==> config.mk <==
export PLATFORM = sky130hd
export DESIGN_NAME = double_ended_queue
export DESIGN_NICKNAME = d
export VERILOG_FILES = /design/src/rtl/core/dq_pkg.sv /design/src/rtl/core/dq_ram.sv /design/src/rtl/core/dq_ptr.sv /design/src/rtl/core/double_ended_queue.sv
export SDC_FILE = /design/constraint.sdc
export NUM_CORES = 1
export LEC_CHECK = 0
export ABC_AREA = 1
export BUFFER_PORTS_ARGS = -buffer_cell sky130_fd_sc_hd__buf_2
export CAP_MARGIN = 0
export CORE_MARGIN = 2
export CORE_UTILIZATION = 50
export CTS_CLUSTER_SIZE = 40
export DETAILED_ROUTE_END_ITERATION = 8
export PLACE_DENSITY = 0.66
export SKIP_CTS_REPAIR_TIMING = 1
export SLEW_MARGIN = 25
export SYNTH_ARGS = -nofsm -noshare
export SYNTH_HDL_FRONTEND = slang
export SYNTH_HIERARCHICAL = 1
export SYNTH_SLANG_ARGS = --single-unit
==> constraint.sdc <==
create_clock -name clk -period 6.1 [get_ports clk]
set_input_delay 0.915 -clock clk [delete_from_list [all_inputs] [get_ports clk]]
set_output_delay 0.915 -clock clk [all_outputs]
set_load 0.01 [all_outputs]
==> src/rtl/core/dq_pkg.sv <==
package dq_pkg;

  typedef enum logic [1:0] {
    OP_PUSH_FRONT = 2'd0,
    OP_PUSH_BACK  = 2'd1,
    OP_POP_FRONT  = 2'd2,
    OP_POP_BACK   = 2'd3
  } op_t;

  typedef enum logic [1:0] {
    ST_OK        = 2'd0,
    ST_OVERFLOW  = 2'd1,
    ST_UNDERFLOW = 2'd2
  } status_t;

  typedef enum logic [1:0] {
    S_IDLE,
    S_READ,
    S_LOAD
  } state_t;

  // flags that go with one result item
  typedef struct packed {
    logic    is_empty;
    logic    is_full;
    status_t status;
  } res_flags_t;

endpackage

==> src/rtl/core/dq_ram.sv <==
module dq_ram #(
  parameter int WIDTH = 32,
  parameter int DEPTH = 16,
  localparam int AW = $clog2(DEPTH)
) (
  input  logic             clk,
  input  logic             we,
  input  logic [AW-1:0]    waddr,
  input  logic [WIDTH-1:0] wdata,
  input  logic             re,
  input  logic [AW-1:0]    raddr_a,
  input  logic [AW-1:0]    raddr_b,
  output logic [WIDTH-1:0] rdata_a,
  output logic [WIDTH-1:0] rdata_b
);

  logic [WIDTH-1:0] mem [DEPTH];

  always_ff @(posedge clk) begin
    if (we) begin
      mem[waddr] <= wdata;
    end
    if (re) begin
      rdata_a <= mem[raddr_a];
      rdata_b <= mem[raddr_b];
    end
  end

endmodule

==> src/rtl/core/dq_ptr.sv <==
module dq_ptr #(
  parameter int DEPTH = 16,
  localparam int AW = $clog2(DEPTH),
  localparam int CW = $clog2(DEPTH + 1)
) (
  input  logic               clk,
  input  logic               rst,
  input  logic               accept,
  input  dq_pkg::op_t        op,
  output logic               wr_en,
  output logic [AW-1:0]      wr_addr,
  output logic [AW-1:0]      front_addr,
  output logic [AW-1:0]      back_addr,
  output logic [CW-1:0]      count,
  output dq_pkg::res_flags_t flags
);

  localparam logic [AW-1:0] LAST    = AW'(DEPTH - 1);
  localparam logic [AW:0]   DEPTH_W = (AW + 1)'(DEPTH);
  localparam logic [CW-1:0] FULL_C  = CW'(DEPTH);

  logic [AW-1:0]   head, head_next;
  logic [CW-1:0]   count_next;
  dq_pkg::status_t status, status_next;
  logic [AW-1:0]   head_dec, head_inc, tail;
  logic [AW:0]     tail_sum, back_sum;
  logic            full, empty;

  assign full  = (count == FULL_C);
  assign empty = (count == '0);

  assign head_dec = (head == '0) ? LAST : head - AW'(1);
  assign head_inc = (head == LAST) ? '0 : head + AW'(1);

  // slot after the back element; only used when not full
  assign tail_sum = (AW + 1)'(head) + (AW + 1)'(count);
  assign tail     = (tail_sum >= DEPTH_W) ? AW'(tail_sum - DEPTH_W) : AW'(tail_sum);

  // back element; meaningless when empty, result is zeroed then
  assign back_sum   = (AW + 1)'(head) + (AW + 1)'(count) - (AW + 1)'(1);
  assign back_addr  = (back_sum >= DEPTH_W) ? AW'(back_sum - DEPTH_W) : AW'(back_sum);
  assign front_addr = head;

  always_comb begin
    head_next   = head;
    count_next  = count;
    status_next = status;
    wr_en       = 1'b0;
    wr_addr     = tail;
    if (accept) begin
      status_next = dq_pkg::ST_OK;
      unique case (op) inside
        dq_pkg::OP_PUSH_FRONT, dq_pkg::OP_PUSH_BACK: begin
          if (full) begin
            status_next = dq_pkg::ST_OVERFLOW;
          end else begin
            wr_en      = 1'b1;
            count_next = count + CW'(1);
            if (op == dq_pkg::OP_PUSH_FRONT) begin
              head_next = head_dec;
              wr_addr   = head_dec;
            end
          end
        end
        dq_pkg::OP_POP_FRONT, dq_pkg::OP_POP_BACK: begin
          if (empty) begin
            status_next = dq_pkg::ST_UNDERFLOW;
          end else begin
            count_next = count - CW'(1);
            if (op == dq_pkg::OP_POP_FRONT) begin
              head_next = head_inc;
            end
          end
        end
        default: ;
      endcase
    end
  end

  always_ff @(posedge clk) begin
    if (rst) begin
      head   <= '0;
      count  <= '0;
      status <= dq_pkg::ST_OK;
    end else begin
      head   <= head_next;
      count  <= count_next;
      status <= status_next;
    end
  end

  assign flags.is_empty = empty;
  assign flags.is_full  = full;
  assign flags.status   = status;

endmodule

==> src/rtl/core/double_ended_queue.sv <==
// Bounded double-ended queue of DEPTH entries, WIDTH bits each.
// Input channel (in_valid / in_stall): one item = operation + value.
//   operation: push front, push back, pop front, pop back.
// Output channel (out_valid / out_stall): exactly one result item per
//   input item, in order: front and back values after the operation
//   (zero when empty), is_empty, is_full, occupancy and status
//   (ok, overflow = push dropped, underflow = pop ignored).
// Timing: an item accepted at an edge writes the store (for a push) at
//   that edge; the front and back entries are then read in S_READ, and
//   the result is loaded into the output register in S_LOAD, so out_valid
//   is high in the cycle after that load. Each item goes through write,
//   then a registered read of the entry RAM, then load, before the next item is taken.
// in_stall is high while an item is in flight. A result waiting in the
//   output register does not hold off the next item; only a second
//   result ready while the first is still stalled waits in the load step.
// Reset clears head and count (queue empty) and drops any pending
//   result; the entry RAM is not cleared, its entries only reach a result
//   after a push has written them.
module double_ended_queue #(
  parameter int DEPTH = 16,
  parameter int WIDTH = 32
) (
  input  logic        clk,
  input  logic        rst,
  input  logic        in_valid,
  output logic        in_stall,
  input  logic [1:0]  operation,
  input  logic [31:0] value,
  output logic        out_valid,
  input  logic        out_stall,
  output logic [31:0] front_value,
  output logic [31:0] back_value,
  output logic        is_empty,
  output logic        is_full,
  output logic [4:0]  occupancy,
  output logic [1:0]  status
);

  localparam int AW = $clog2(DEPTH);
  localparam int CW = $clog2(DEPTH + 1);

  dq_pkg::state_t     state, state_next;
  logic               accept, rd_en, load;
  logic               wr_en;
  logic [AW-1:0]      wr_addr, front_addr, back_addr;
  logic [CW-1:0]      count;
  dq_pkg::res_flags_t flags;
  logic [WIDTH-1:0]   wdata, rdata_a, rdata_b;
  logic [WIDTH+31:0]  val_ext, front_ext, back_ext;
  logic [CW+4:0]      occ_ext;

  // value is cut or zero-extended to the stored width
  assign val_ext = {{WIDTH{1'b0}}, value};
  assign wdata   = val_ext[WIDTH-1:0];

  dq_ptr #(.DEPTH(DEPTH)) u_ptr (
    .clk       (clk),
    .rst       (rst),
    .accept    (accept),
    .op        (dq_pkg::op_t'(operation)),
    .wr_en     (wr_en),
    .wr_addr   (wr_addr),
    .front_addr(front_addr),
    .back_addr (back_addr),
    .count     (count),
    .flags     (flags)
  );

  dq_ram #(.WIDTH(WIDTH), .DEPTH(DEPTH)) u_ram (
    .clk    (clk),
    .we     (wr_en),
    .waddr  (wr_addr),
    .wdata  (wdata),
    .re     (rd_en),
    .raddr_a(front_addr),
    .raddr_b(back_addr),
    .rdata_a(rdata_a),
    .rdata_b(rdata_b)
  );

  // sequencer: accept/write -> read -> load result
  always_comb begin
    state_next = state;
    accept     = 1'b0;
    rd_en      = 1'b0;
    load       = 1'b0;
    in_stall   = 1'b1;
    unique case (state)
      dq_pkg::S_IDLE: begin
        in_stall = 1'b0;
        accept   = in_valid;
        if (in_valid) begin
          state_next = dq_pkg::S_READ;
        end
      end
      dq_pkg::S_READ: begin
        // pointers already updated, write already in the RAM
        rd_en      = 1'b1;
        state_next = dq_pkg::S_LOAD;
      end
      dq_pkg::S_LOAD: begin
        // read data holds (no re) until the output register frees up
        load = !out_valid || !out_stall;
        if (load) begin
          state_next = dq_pkg::S_IDLE;
        end
      end
      default: state_next = dq_pkg::S_IDLE;
    endcase
  end

  always_ff @(posedge clk) begin
    if (rst) begin
      state <= dq_pkg::S_IDLE;
    end else begin
      state <= state_next;
    end
  end

  assign front_ext = {32'b0, rdata_a};
  assign back_ext  = {32'b0, rdata_b};
  assign occ_ext   = {5'b0, count};

  always_ff @(posedge clk) begin
    if (rst) begin
      out_valid <= 1'b0;
    end else if (load) begin
      out_valid <= 1'b1;
    end else if (!out_stall) begin
      out_valid <= 1'b0;
    end
  end

  // result payload; values forced to zero for an empty queue
  always_ff @(posedge clk) begin
    if (load) begin
      front_value <= flags.is_empty ? 32'b0 : front_ext[31:0];
      back_value  <= flags.is_empty ? 32'b0 : back_ext[31:0];
      is_empty    <= flags.is_empty;
      is_full     <= flags.is_full;
      occupancy   <= occ_ext[4:0];
      status      <= flags.status;
    end
  end

endmodule

After elaboration in Yosys (flattened, before gate mapping)
Memories as Yosys holds them, arrays and structs flattened. A register that Yosys moved wholly into a read port is not among the register bits.
Index checks and enable logic that the tools add are counted.
{"block": "word_totals", "output_inout_bits": 75, "ram_bits": 512, "mem_count": 1, "ff_bits": 87, "in_bits": 38, "elab_cells": 82}
{"block": "op_classes", "eq_ne": 14, "magnitude_cmp": 2, "add_sub_neg": 8, "muxes": 33, "reduce_logical": 13}
{"memory": "u_ram.mem", "words": 16, "word_bits": 32, "read_ports": 2, "rd_clocked_by_memory_dff": 2, "wr": 1, "line_no": "dq_ram.sv:17", "source": "logic [WIDTH-1:0] mem [DEPTH];"}
{"op": "$mux W4", "n": 12}
{"op": "$mux W1", "n": 12}
{"op": "$sub A4 B1 Y4 const B", "n": 3}
{"op": "$ge A5 B5 Y1 const B", "n": 2}
{"op": "$mux W5", "n": 2}
{"op": "$pmux W5 S2", "n": 1}
{"op": "$sub A5 B1 Y5 const B", "n": 2}
{"op": "$ne A2 B2 Y1 const B", "n": 4}
{"op": "$pmux W4 S2", "n": 1}
{"op": "$eq A2 B2 Y1 const B", "n": 3}
{"op": "$mux W2", "n": 3}
{"op": "$ne A2 B1 Y1 const B", "n": 3}
{"op": "$pmux W2 S3", "n": 1}
{"op": "$reduce_and A6 Y1", "n": 1}
{"op": "$add A4 B5 Y5", "n": 1}
{"op": "$add A5 B1 Y5 const B", "n": 1}
{"op": "$eq A5 B5 Y1 const B", "n": 1}
{"op": "$logic_not A5 Y1", "n": 1}
{"op": "$add A4 B1 Y4 const B", "n": 1}
{"op": "$eq A2 B1 Y1 const B", "n": 2}
{"op": "$eq A4 B4 Y1 const B", "n": 1}
{"op": "$logic_not A2 Y1", "n": 2}
{"op": "$logic_not A4 Y1", "n": 1}
{"op": "$pmux W2 S2", "n": 1}
{"op": "6 further kinds", "n": 8}

Logic depth before layout (Yosys ltp)
Gate-level depths: netlist (run 1).
{"block": "depth", "depth_word": 7, "mapped_depth": 13, "depth_no_buf": 11}

By module
Netlist (run 1), hierarchy kept.
{"module": "dq_ram", "instances": 1, "cells_per_inst": 3317, "area_each_um2": 29311.9, "seq_area_each_um2": 17296.6}
{"module": "double_ended_queue", "instances": 1, "cells_per_inst": 226, "area_each_um2": 2879.0, "seq_area_each_um2": 2252.2}
{"module": "dq_ptr", "instances": 1, "cells_per_inst": 150, "area_each_um2": 1031.0, "seq_area_each_um2": 220.2}

Worst setup path before layout (run 1)
OpenSTA, ideal clock, no wires.
{"block": "synth_timing", "kind": "input to register", "from": "input out_stall", "to": "register back_value[0] (enable)", "path_stages": 3, "arrival_ns": 4.075, "n_path_buf": 0, "setup_slack_ns": 1.520, "path_cell_list": "nand2_1 > inv_1 > nor2_1"}
{"block": "synth_between", "elab_chain_len": 3}
{"element": "start, declared", "line_no": "double_ended_queue.sv:30", "source": "input logic out_stall,"}
{"element": "$logic_not A1 Y1"}
{"element": "$logic_or A1 B1 Y1", "line_no": "double_ended_queue.sv:103", "source": "load = !out_valid || !out_stall;"}
{"element": "$mux W1", "line_no": "double_ended_queue.sv:88", "source": "unique case (state)"}
{"element": "via load", "line_no": "double_ended_queue.sv:43", "source": "logic accept, rd_en, load;"}
{"element": "end signal, assigned", "line_no": "double_ended_queue.sv:138", "source": "back_value <= flags.is_empty ? 32'b0 : back_ext[31:0];"}
{"element": "end, declared", "line_no": "double_ended_queue.sv:32", "source": "output logic [31:0] back_value,"}
The timed path passes the listed nets, and every way through them passes these cells.
A chain may end at the register's enable or synchronous reset.

Worst setup path in the final report (run 1)
{"block": "layout_timing", "from": "register u_ptr.head[0] (netlist: u_ptr/front_addr[0])", "to": "memory u_ram.mem[7][9] (enable)"}
{"block": "layout_between", "elab_chain_len": 7}
{"element": "start, declared", "line_no": "dq_ptr.sv:22", "source": "logic [AW-1:0] head, head_next;"}
{"element": "start signal, assigned", "line_no": "dq_ptr.sv:86", "source": "head <= head_next;"}
{"element": "$add A4 B5 Y5", "line_no": "dq_ptr.sv:36", "source": "assign tail_sum = (AW + 1)'(head) + (AW + 1)'(count);"}
{"element": "$sub A4 B1 Y4 or $ge A5 B5 Y1 (tied branches)", "line_no": "dq_ptr.sv:37", "source": "assign tail = (tail_sum >= DEPTH_W) ? AW'(tail_sum - DEPTH_W) : AW'(tail_sum);"}
{"element": "$mux W4", "line_no": "dq_ptr.sv:37"}
{"element": "$mux W4", "line_no": "dq_ptr.sv:59", "source": "if (op == dq_pkg::OP_PUSH_FRONT) begin"}
{"element": "$mux W4", "line_no": "dq_ptr.sv:54", "source": "if (full) begin"}
{"element": "$mux W4", "line_no": "dq_ptr.sv:52", "source": "unique case (op) inside"}
{"element": "$mux W4 (*)", "line_no": "dq_ptr.sv:50", "source": "if (accept) begin"}
{"element": "via wr_addr[2]", "line_no": "double_ended_queue.sv:45", "source": "logic [AW-1:0] wr_addr, front_addr, back_addr;"}
{"element": "end, declared", "line_no": "dq_ram.sv:17"}
Mark *: on every way through the listed nets, which the timed path passes. The rest lies on a longest branch.

==> results.yml, run 1 <==
status:
  status: "complete, no violations"
routing:
  drt_iter0_markers: 2878
  via_per_inst: 5.56
  vias: 25700
  drtPass1Iterations: 6
  drc: 0
  totalWireLength_um: 95300
  ant_nets: 0
  wl_per_cell_um: 20.6
timing:
  clock_skew_ns: 0.0300
  fin_crit_ns: 4.31
  fmax_ghz: 0.232
  period_share: 0.707
  rsz0062_at_grt: "no"
  final_hold_viol_count: 0
  tightest_slew_ns: 1.11
  hold_slack_ns: 0.429
  setup_violations: 0
  setup_tns_ns: 0
  slew_violations: 0
  max_slew_margin: 0.259
  layout_setup_ws_ns: 1.79
final_layout:
  layout-drive-gt1-share: 0.0806
  fin_cells: 4623
  fill_cells: 5789
  antenna_cells: 0
  nets: 3756
  synthToLayoutAreaGrowth_pct: 9.04
  final_util: 0.551
  fin_area_um2: 36200
yosys:
  synth-main-ff-cell: "edfxtp_1"
  synth_compound_area_frac: 0.00282
  synth_top_family_by_area: "simple AND/OR/NAND/NOR gates"
  syn_area_um2: 33200
  syn_avg_cell_area_um2: 9.00
  synth_cells: 3693
  synth-simple-area-share: 0.281
  synthXorXnorAreaFrac: 0.00264
  synthMuxAreaShare: 0
  synth_adder_area_share: 0.00459
  yosysUniqueCellTypes: 32
  syn_nets: 3742
  ys_seq_elements: 663
  postSynth.asyncResetShare: 0
  ys_seq_area_frac: 0.595
  synth_edf_count: 649
  ys_warn_count: 6
place:
  dp.cells: 4496
  dp.final_hpwl_um: 52500
  placed_area_um2: 34100
  dp_slack_ns: 1.83
  portBuffers: 112
  place_congestion: 0.838
die:
  die_area_um2: 68500
  die_y_um: 262
  fp.dieW_um: 262
  initial_core_util: 0.505
  pin_count: 113
  num_rows: 94
  placeableCoreArea_um2: 65700
cts:
  htreeDepth: 3
  cts_made_buffers: 73
  clk_latency_ns: 0.62
  clkSinkCount: 663
  cts_tree: "yes"
  cts_buffer_depth: 3
  cts-root-buf: "clkbuf_16"
  clk_pin_slew_ns: 0.06
setup_path:
  path_max_fanout: 54
  cp-end-kind: "flop"
  cp.arrival_ns: 4.62
  start_kind: "flop"
  required_ns: 6.40
  crit_type: "reg2reg"
global_routing:
  grtUsageTotal: 0.279
  first_global_vias: 24200
  grt_max_degree: 185
  antenna_found_initial: 3
  globalRouteOverflowTotal: 0
  grt_pass1_wl_um: 144000
power:
  totalPowerFinal_mw: 13.2
  leakagePower_nw: 15.8
  power.density_nw_per_um2: 366
  vdd.ir_drop.worst_mv: 0.426
flow_run:
  max_cap_viol_count: 0
hold_path:
  hp-class: "reg2reg"
==> routing by layer <==
metal,GRT usage,share of wire,vias up
li1,-,-,12000
met1,0.389,0.41,12100
met2,0.437,0.46,1416
met3,0.0463,0.10,210
met4,0.113,0.035,6
met5,0,0.00040,-
==> cells in the mapped netlist (2+ instances only) <==
cell type | number | share of area
buf_1 | 21 | 0.0024
nand3_1 | 905 | 0.14
inv_2 | 4 | 0.00045
inv_1 | 604 | 0.068
buf_6 | 59 | 0.020
nand4_1 | 3 | 0.00056
or2_1 | 2 | 0.00038
nand2_2 | 2 | 0.00038
nand3_2 | 3 | 0.00090
a21oi_1 | 10 | 0.0015
inv_4 | 3 | 0.00056
nand3b_1 | 3 | 0.00068
ha_1 | 9 | 0.0034
clkbuf_1 | 14 | 0.0016
buf_4 | 15 | 0.0034
xor2_1 | 5 | 0.0013
o21ai_1 | 2 | 0.00030
edfxtp_1 | 649 | 0.59
nor2_1 | 94 | 0.011
nor2_4 | 2 | 0.00068
buf_8 | 2 | 0.00090
nor2_2 | 4 | 0.00075
or2_2 | 2 | 0.00038
xnor2_1 | 5 | 0.0013
buf_2 | 110 | 0.017
nand2_1 | 1137 | 0.13
o21ai_0 | 5 | 0.00075
fa_1 | 2 | 0.0012
dfxtp_1 | 14 | 0.0084
==> registers in the layout, summed over array words and instances (netlist names), 4 cells and up <==
name	cells
u_ram/mem	512
back_value	32
front_value	32
u_ram/rdata_a	32
u_ram/rdata_b	32
occupancy	5
u_ptr/count	5
u_ptr/front_addr	4
==> placed cells by master, fill, tap and decap left out, types with 3 or more instances in the layout <==
cell       Yosys  final
nand2_1     1137   1137
edfxtp_1     649    649
nand3b_1       3      3
inv_2          4      6
a21oi_1       10     10
clkbuf_16      0     76
inv_1        604    596
nor2_1        94     77
nand4_1        3      3
nor2_4         2     19
o21ai_0        5      5
clkbuf_1      14     17
buf_16         0      5
clkinv_2       0     10
nor2_2         4      4
nand3_1      905    905
buf_12         0      3
clkinv_1       0     21
xor2_1         5      4
dfxtp_4        0      3
dfxtp_1       14     10
buf_4         15     40
ha_1           9      9
xnor2_1        5      4
inv_4          3      5
buf_2        110    112
nand3_2        3      3
==> worst max-delay path, cell delays in order, from the launching register on <==
cell and delay [ns]:
dfxtp_4 0.77, ha_1 0.28, inv_1 0.06, fa_1 0.37
or2_2 0.30, nand2_1 0.16, inv_1 0.08, o21ai_0 0.36
nand3b_1 0.39, nor2_4 0.93, buf_4 0.33
==> worst paths after layout <==
path	start	endpoint	slack [ns]	cells after the start
worst max register to register	u_ptr/front_addr[0]$_SDFFE_PP0P_	u_ram/mem[7][9]$_DFFE_PP_	1.79	10
worst min-delay path	u_ptr/status[0]$_SDFFE_PP0P_	status[0]$_DFFE_PP_	0.43	0
worst min register to register	u_ptr/status[0]$_SDFFE_PP0P_	status[0]$_DFFE_PP_	0.43	0
worst max-delay path	u_ptr/front_addr[0]$_SDFFE_PP0P_	u_ram/mem[7][9]$_DFFE_PP_	1.79	10
==> layout make-up <==
cell class              count  area [um2]  area share
inverters                 611        2330      0.0644
clock inverters            34         188     0.00518
clock buffers              93        1970      0.0543
flip-flops and latches    663       19800       0.546
repair buffers            160        1060      0.0292
well taps                 864        1080      0.0298
multi-input cells        2198        9820       0.271
==> cell families (layout without fill, tap and decap cells) <==
family | after synthesis | in the layout
and+or+nand+nor | 2159 | 2159
AOI/OAI and AO/OA | 18 | 18
adders and majority gates | 11 | 11
buffers and inverters | 832 | 898
DFF | 663 | 663
xor gates and xnor gates | 10 | 10
==> power by group <==
part	total [mW]	internal (mW)	leakage [nW]	switching (mW)
registers	5.45	5.33	6.00	0.116
logic	3.74	1.01	8.75	2.72
clock network	4.06	2.31	1.05	1.75
(Power assumes the default switching activity.)
==> run 2: changes to the inputs <==
Settings changed: PLACE_DENSITY 0.66 to 0.69.
Clock period 6.1 ns to 3.55 ns, I/O delays scaled along.
==> run 2 against run 1 <==
Compared with the run above:
- sequential cell count unchanged
- worst hold slack got worse by 0.25 ns
- routed wire length increased by 1.0%
- clock power increased by 84%
- clock-buffer cell count decreased by 3
- highest routed layer unchanged
==> results.yml, run 2 (synthesis results as in run 1) <==
timing:
  setup_violations: 0
  clock_skew_ns: 0.0301
  final_hold_viol_count: 0
  fmax_ghz: 0.291
  fin_crit_ns: 3.44
  period_share: 0.968
  rsz0062_at_grt: "no"
  max_slew_margin: 0.292
  slew_violations: 0
  tightest_slew_ns: 1.06
  hold_slack_ns: 0.183
cts:
  cts_buffer_depth: 3
  cts_tree: "yes"
  clkSinkCount: 663
  cts-root-buf: "clkbuf_16"
  htreeDepth: 3
  clk_pin_slew_ns: 0.06
  clk_latency_ns: 0.62
  cts_made_buffers: 71
status:
  status: "complete, no violations"
flow_run:
  max_cap_viol_count: 0
routing:
  ant_nets: 0
  drt_iter0_markers: 3442
  via_per_inst: 5.63
  wl_per_cell_um: 20.6
  drtPass1Iterations: 6
  drc: 0
  totalWireLength_um: 96200
  vias: 26300
place:
  dp.final_hpwl_um: 53700
  place_congestion: 0.871
  dp.cells: 4538
  portBuffers: 112
final_layout:
  multi_input_area_um2: 9830
  synthToLayoutAreaGrowth_pct: 11.3
  nets: 3801
  largest_register_ffs: 512
  seq_area_um2: 19800
  mostFrequentLayoutCell: "nand2_1"
  layout-drive-gt1-share: 0.0944
  final_util: 0.562
  top_register: "u_ram/mem"
  final_cell_mix: "nand2_1, nand3_1, edfxtp_1, inv_1, buf_2"
  fin_cells: 4669
  fill_cells: 5634
global_routing:
  first_global_vias: 24700
  antenna_found_initial: 6
  grt_max_degree: 160
  grt_pass1_wl_um: 145000
  globalRouteOverflowTotal: 0
  grtUsageTotal: 0.279
power:
  totalPowerFinal_mw: 23.6
  vdd.ir_drop.worst_mv: 0.706
  power.density_nw_per_um2: 638
  leakagePower_nw: 16.2
die:
  die_y_um: 262
  die_area_um2: 68500
  initial_core_util: 0.505
  placeableCoreArea_um2: 65700
  num_rows: 94
  pin_count: 113
  fp.dieW_um: 262
setup_path:
  crit_type: "reg2reg"
  required_ns: 3.87
  cp-end-kind: "flop"
  regToRegSetupSlack_ns: 0.11
  start_kind: "flop"
  path_max_fanout: 13
  cp.arrival_ns: 3.75
hold_path:
  hp-class: "in2reg"
==> run 2: cell count changes in the layout (fill, tap and decap cells not counted), sizes merged, moves of 2 or more <==
cell / before / now
bufinv: 1 / 8
nor2: 100 / 102
clkinv: 33 / 26
clkbuf: 93 / 90
buf: 160 / 205
==> run 2: routing by layer <==
layer	vias to the layer above	routed length, um	GRT usage
li1	12100	-	-
met1	12300	37700	0.385
met2	1636	43600	0.438
met3	277	10900	0.0474
met4	6	3870	0.120
met5	-	36	0
==> run 2: power by group <==
part	total (mW)	switching, mW	internal, mW
Sequential	9.30	0.141	9.16
Clock	7.49	3.03	4.47
Combinational	6.81	4.85	1.96
==> run 2: worst max-delay path, cell delays in order, from the launching register on <==
cell and delay (ns):
dfxtp_4 0.35, ha_1 0.17, inv_1 0.06, fa_1 0.37, or2_2 0.30, nand2_1 0.08
inv_1 0.05, o21ai_0 0.43, nand3b_1 0.39, nor2_4 0.68, buf_4 0.26
==> run 2: stage by stage <==
step / setup WS [ns] / area (um2) / setup TNS, ns
floorplan: -0.155 / 33200 / -38.79
global placement: 0.120 / 34500 / 0
detailed placement: 0.0842 / 34500 / 0
CTS: 0.0753 / 36900 / 0
global route: 0.0573 / 37000 / 0
finish: 0.114 / 37000 / 0
==> run 2: cell type report <==
| cell class | instances | area share |
|---|---|---|
| sequential | 663 | 0.535 |
| multi-input combinational | 2200 | 0.266 |
| inverter | 611 | 0.0630 |
| clock buffer | 90 | 0.0528 |
| timing repair buffer | 205 | 0.0437 |
| tap | 864 | 0.0292 |
| clock inverter | 35 | 0.0103 |
| antenna | 1 | 0.0000677 |
==> run 2: worst paths after layout <==
path / depth (start not counted) / to / startpoint
max: 10 / u_ram/mem[5][8]$_DFFE_PP_ / u_ptr/front_addr[0]$_SDFFE_PP0P_
min: 3 / state[0]$_SDFFE_PP0P_ / in_valid
max reg2reg: 10 / u_ram/mem[5][8]$_DFFE_PP_ / u_ptr/front_addr[0]$_SDFFE_PP0P_
min reg2reg: 0 / status[1]$_DFFE_PP_ / u_ptr/status[1]$_SDFFE_PP0P_
